[config.mk]
export PLATFORM = sky130hd
export DESIGN_NAME = lzwvd_front
export DESIGN_NICKNAME = d
export VERILOG_FILES = /design/src/rtl/core/lzwvd_pkg.sv /design/src/rtl/core/lzwvd_front.sv
export SDC_FILE = /design/constraint.sdc
export NUM_CORES = 1
export LEC_CHECK = 0
export ABC_CLOCK_PERIOD_IN_PS = 1400
export BUFFER_PORTS_ARGS = -buffer_cell sky130_fd_sc_hd__buf_2
export CAP_MARGIN = 5
export CORE_MARGIN = 2
export CORE_UTILIZATION = 44
export DETAILED_ROUTE_END_ITERATION = 8
export HOLD_SLACK_MARGIN = 0.02
export PLACE_DENSITY_LB_ADDON = 0.2
export SYNTH_ARGS = -nofsm -noshare
export SYNTH_HDL_FRONTEND = slang
export SYNTH_SLANG_ARGS = --single-unit
[constraint.sdc]
create_clock -name clk -period 1.4 [get_ports clk]
set_input_delay 0.07 -clock clk [delete_from_list [all_inputs] [get_ports clk]]
set_output_delay 0.07 -clock clk [all_outputs]
set_load 0.05 [all_outputs]
[src/rtl/core/lzwvd_pkg.sv]
// shared types and constants for the lzw variable width decoder
package lzwvd_pkg;

    localparam int TableSize   = 4096;
    localparam int AddrW       = 12;
    localparam int CodeW       = 12;
    localparam int NfcW        = 13;
    localparam int BufW        = 19;

    localparam logic [CodeW-1:0] CodeClear = 12'd256;
    localparam logic [CodeW-1:0] CodeEnd   = 12'd257;
    localparam logic [CodeW-1:0] CodeFirst = 12'd258;
    localparam logic [NfcW-1:0]  NfcFirst  = 13'd258;
    localparam logic [NfcW-1:0]  NfcLimit  = 13'd4096;
    localparam logic [3:0]       WidthMin  = 4'd9;

    localparam logic [1:0] ErrNone     = 2'd0;
    localparam logic [1:0] ErrBadCode  = 2'd1;
    localparam logic [1:0] ErrFull     = 2'd2;

    localparam logic KindPush = 1'b0;

    typedef struct packed {
        logic       kind;
        logic [7:0] in_byte;
    } in_word_t;

    typedef struct packed {
        logic       accepted;
        logic [7:0] data_byte;
        logic       data_valid;
        logic       finished;
        logic [1:0] error_code;
    } out_word_t;

    // classified word handed from front to back
    typedef struct packed {
        logic       is_push;
        logic [7:0] byte_val;
    } op_t;

    // early change: width grows as the next free code reaches the boundary
    function automatic logic [3:0] next_width(input logic [NfcW-1:0] nfc,
                                              input logic [3:0] width);
        logic [3:0] w;
        w = width;
        if (nfc == 13'd511)
            w = 4'd10;
        else if (nfc == 13'd1023)
            w = 4'd11;
        else if (nfc == 13'd2047)
            w = 4'd12;
        return w;
    endfunction

endpackage

[src/rtl/core/lzwvd_front.sv]
// input queue: takes words and classifies them as push or pull
module lzwvd_front
    import lzwvd_pkg::*;
(
    input  logic     clk,
    input  logic     rst_n,
    input  logic     push,
    output logic     full,
    input  in_word_t item,
    output logic     op_valid,
    output op_t      op,
    input  logic     op_take
);

    op_t        q_reg [2];
    logic       wr_ptr_reg, wr_ptr_next;
    logic       rd_ptr_reg, rd_ptr_next;
    logic [1:0] count_reg, count_next;
    logic       do_wr;
    op_t        cls;

    assign full     = (count_reg == 2'd2);
    assign op_valid = (count_reg != 2'd0);
    assign op       = q_reg[rd_ptr_reg];
    assign do_wr    = push && !full;

    always_comb
    begin
        cls.is_push  = (item.kind == KindPush);
        cls.byte_val = item.in_byte;
        wr_ptr_next  = do_wr ? ~wr_ptr_reg : wr_ptr_reg;
        rd_ptr_next  = op_take ? ~rd_ptr_reg : rd_ptr_reg;
        count_next   = count_reg + {1'b0, do_wr} - {1'b0, op_take};
    end

    always_ff @(posedge clk)
    begin
        if (do_wr)
            q_reg[wr_ptr_reg] <= cls;
    end

    always_ff @(posedge clk or negedge rst_n)
    begin
        if (!rst_n)
        begin
            wr_ptr_reg <= 1'b0;
            rd_ptr_reg <= 1'b0;
            count_reg  <= 2'd0;
        end
        else
        begin
            wr_ptr_reg <= wr_ptr_next;
            rd_ptr_reg <= rd_ptr_next;
            count_reg  <= count_next;
        end
    end

endmodule

**Yosys cells after proc, flatten, opt, wreduce, memory -nomap -nowiden**

Memories as Yosys holds them, arrays and structs flattened.
Index checks and enable logic that the tools add are counted.

- Reduce and logical (&&, ||, !) cells: 3
- $mul: 0
- Order comparisons: 0
- Shift-type cells: 0
- $add $sub $neg: 2
- Bitwise operators: 3
- Mux-type cells: 2
- Div/mod/pow operators: 0
- Equality and inequality tests: 1

Operator list:

| cell | count |
|---|---|
| NOT 1 bit | 3 |
| adder 2 x 1 -> 2 bit | 1 |
| equality test 2 bit (second input constant) | 1 |
| two-way mux 1 bit | 2 |
| nonzero test 2 bit | 1 |
| subtractor 2 x 1 -> 2 bit | 1 |
| logical AND 1 bit | 1 |
| zero test 1 bit | 1 |

- Memory bits (read-only): 0
- Memory bits (writable): 18
- Word-level logic and storage cells: 15
- Flip-flop bits (word level): 4
- Bits in latches: 0
- Memories kept: 1
- Bits of input ports: 13

Memories:

| memory | words | width | read ports | clocked after memory_dff | wr ports | line | RTL |
|---|---|---|---|---|---|---|---|
| q_reg | 2 | 9 | 1 | 0 | 1 | lzwvd_front.sv:15 | `op_t q_reg [2];` |

**Depth between registers and ports, before layout**

- Depth after elaboration: 5
- Depth in mapped cells: 7
- Depth with buffers taken out: 7

**Worst setup path after synthesis**

Ideal clock, no wire load.

- Path type: register to register
- Start: register count_reg[1]
- End: register count_reg[1]
- Cell stages (with the launch flop): 8
- Required time: 1277 ps
- Period minus slack after synthesis: 1410 ps
- Arrival: 1287 ps
- Slack: -10 ps
- Cells stage by stage: dfrtp_1 > nand2b_1 > nand2_1 > ha_1 > inv_1 > ha_1 > xnor2_1 > xnor2_1

- Word-level cells in the longest chain between the ends: 5

Ends and longest elaborated chain:

| what | line | RTL |
|---|---|---|
| from (decl) | lzwvd_front.sv:18 | `logic [1:0] count_reg, count_next;` |
| from (signal assigned) | lzwvd_front.sv:54 | `count_reg <= count_next;` |
| equality test 2 bit | lzwvd_front.sv:22 | `assign full = (count_reg == 2'd2);` |
| zero test 1 bit | lzwvd_front.sv:25 | `assign do_wr = push && !full;` |
| logical AND 1 bit | lzwvd_front.sv:25 |  |
| adder 2 x 1 -> 2 bit * | lzwvd_front.sv:33 | `count_next = count_reg + {1'b0, do_wr} - {1'b0, op_take};` |
| subtractor 2 x 1 -> 2 bit * | lzwvd_front.sv:33 |  |
| net count_next[1] | lzwvd_front.sv:18 |  |

The timed path passes the listed nets; every way through them passes the cells marked *.
A chain may end at the register's enable or synchronous reset.

**Final worst setup path**

Same ends and word-level chain as after synthesis.

==> flow_summary.toml <==
[status]
status = "finished, violations left"
violations = "negative setup slack"

[worst_setup_path]
cp-endpoint = "count_reg[1]"
startpoint = "count_reg[1]"
cp-start-kind = "flip-flop"
path_class = "reg -> reg"
crit_family = "flip-flops"
crit_slowest_cell = "dfrtp_1"
worstRegToRegCells = 7
path_buf_inv = 1
cp_cell_sequence = "nand2b_4 -> nand2_2 -> ha_1 -> inv_1 -> ha_2 -> xnor2_2 -> xnor2_1"
cpPeakStageDelay_ps = 440
arrival_ps = 1610
crit_required_ps = 1600
reg2reg_to = "count_reg[1]"
path_max_fanout = 2
crit_path_end_kind = "flip-flop"
cp_num_cells = 7
r2r_slack_ps = -10
regToRegStartpoint = "count_reg[1]"

[die]
start_util = 0.4603
coreArea_mm2 = 0.001922
die_x_um = 48.84
die_area_mm2 = 0.002385
fp.dieH_um = 48.84
rows = 16
num_io_pins = 24

[cells_and_area]
largest_reg_flops = 18
drive_gt1_frac = 0.5591
diodes = 0
finalInstanceArea_mm2 = 0.001356
syn2layout_area_growth_pct = 53.32
nets = 109
stdcell_count = 120
fill_cells = 147

[placement]
portBuffers = 23
place_area_mm2 = 0.001077
place_congestion = 0.6869
hpwlAfterDp_um = 936.5
place_inst = 102

[power_and_ir_drop]
power_mw = 3.179
switchingPower_mw = 1.166
pwr-share-seq = 0.311
p_per_area_mw_per_mm2 = 2344
power.share.clock = 0.149
p_comb_frac = 0.540
switching_share = 0.3667
p_leak_nw = 0.5942
intPower_mw = 2.013
ir_worst_vdd_v = 0.001515

[routing]
routed_wl_um = 1405
drt_iter0_drc = 0
viasPerCell = 4.450
vias = 534
ant_nets = 0
drt-wirelength-per-cell_um = 11.71
drt_first_pass_iters = 1
remaining_drc_errors = 0

[synthesis]
yosys.cell_types.count = 13
yosys_warnings = 0
synth_xor_area_frac = 0.03960
yosys_register_bits = 22
synth_compound_area_frac = 0
yosys-top-cells-count = "edfxtp_1, mux2_4, dfrtp_1"
ys_top_cells_by_area = "edfxtp_1, mux2_4, dfrtp_1, xnor2_1, ha_1"
synth_edf_count = 18
synth_nets = 61
yosysTopAreaCell = "edfxtp_1"
synth_mux_area_frac = 0.1528
synthArstFlopShare = 0.1818
yosys.area_share.simple = 0.02970
synth.avg_cell_area_um2 = 19.23
synth_top_family_by_area = "multiplexers"
synth_fa_ha_area_frac = 0.02829
netlist_area_um2 = 884.6
yosysSeqAreaShare = 0.7242
synth_cells = 46
yosysTopAreaCellShare = 0.6110
synth_ff_type = "edfxtp_1"
synth.most_common_cell = "edfxtp_1"

[sta]
min_period_over_period = 1.010
tns_ps = -43.81
min_period_ps = 1414
rsz0062_at_grt = "true"
skew_ps = 7.761
fmax_mhz = 707.3
layout_setup_ws_ps = -13.78
setup_viol = 7
maxSlewViolCount = 0
tightest_slew_ps = 227.4
slew-limit-headroom = 0.8484
hold_viol_final = 0

[cts]
clock_path_buffers = 2
clk_latency_ps = 300
cts_buffers = 3
h-tree-depth = 1
clk_pin_slew_ps = 120
root_buffer = "clkbuf_4"
clkSinkCount = 22
cts_tree = "yes"

[global_routing]
grt_usage = 0.1304
grt_max_degree = 14
grt_pass1_wl_um = 2332
grt-ovfl-total = 0
antenna_found_initial = 0
grt_pass1_vias = 585

[worst_hold_path]
hold_class = "in -> async"

[flow_run]
maxCapViolations = 0
layout by cell type, fill, tap and decap left out:
cell | Yosys | layout
ha_2 | 0 | 1
dfrtp_1 | 4 | 4
clkbuf_4 | 0 | 4
buf_8 | 0 | 1
dlygate4sd3_1 | 0 | 11
ha_1 | 2 | 1
xnor2_2 | 0 | 1
or2_4 | 0 | 1
xnor2_1 | 3 | 2
nor2_1 | 1 | 1
edfxtp_1 | 18 | 18
buf_6 | 1 | 10
mux2_4 | 9 | 9
bufinv_16 | 0 | 1
nand2_2 | 0 | 1
nand2b_4 | 0 | 1
xor2_1 | 1 | 1
inv_1 | 3 | 3
buf_4 | 0 | 9
buf_2 | 0 | 12
and3_2 | 0 | 1
per-layer routing:
metal | vias to the layer above | part of all wire | GRT usage
li1 | 258 | - | -
met1 | 261 | 0.38 | 0.1271
met2 | 15 | 0.58 | 0.2603
met3 | 0 | 0.042 | 0.03374
met4 | 0 | 0 | 0.04286
met5 | - | 0 | 0
how the worst min path moves through the flow:
| stage | startpoint | to | slack, ps |
|---|---|---|---|
| global placement | rst_n | wr_ptr_reg | -120 |
| detailed placement | rst_n | wr_ptr_reg | -120 |
| CTS | rst_n | wr_ptr_reg | 70 |
| floorplan | rst_n | count_reg[0] | -230 |
| global route | rst_n | wr_ptr_reg | 80 |
| finish | rst_n | wr_ptr_reg | 100 |
power by group through the flow:
| stage | combinational (mW) | sequential [mW] | clock (mW) |
|---|---|---|---|
| after floorplan | 1.06 | 0.977 | 0 |
| after global placement | 1.33 | 0.995 | 0 |
| after detailed placement | 1.35 | 0.997 | 0 |
| after CTS | 1.64 | 0.977 | 0.489 |
| after global routing | 1.80 | 1.01 | 0.524 |
| final | 1.72 | 0.988 | 0.474 |
repair_timing:
action | in CTS | in global routing
hold endpoints to repair | 23 | 0
pin swaps | 3 | 2
resized for setup | 23 | 5
endpoints found under the setup margin | 10 | 12
buffers inserted | 2 | 1
hold buffers | 11 | 0
logic make-up after synthesis:
logic type / after synthesis
flip-flops: 22
XOR/XNOR: 4
multiplexers: 9
buffers and inverters: 4
AND/OR/NAND/NOR: 5
adder cells (fa/ha/maj): 2
final cells by class:
| type | instances | area (um2) | share of cell area |
|---|---|---|---|
| inverter | 3 | 11.26 | 0.008303 |
| sequential | 22 | 640.6 | 0.4723 |
| tap | 27 | 33.78 | 0.02491 |
| multi-input combinational | 20 | 245.2 | 0.1808 |
| clock inverter | 1 | 30.03 | 0.02214 |
| clock buffer | 3 | 22.52 | 0.01661 |
| timing repair buffer | 44 | 372.9 | 0.2749 |
stage by stage:
stage | utilization | worst slack (ps) | hold WS, ps
floorplan | - | 2.381 | -225.6
global placement | 0.5605 | -14.97 | -115.3
detailed placement | 0.5605 | -65.02 | -116.6
CTS | 0.6914 | -29.19 | 72.17
global route | 0.7057 | -88.26 | 76.70
finish | 0.7057 | -13.78 | 97.58
No activity file was read; power rests on OpenSTA's default activity.
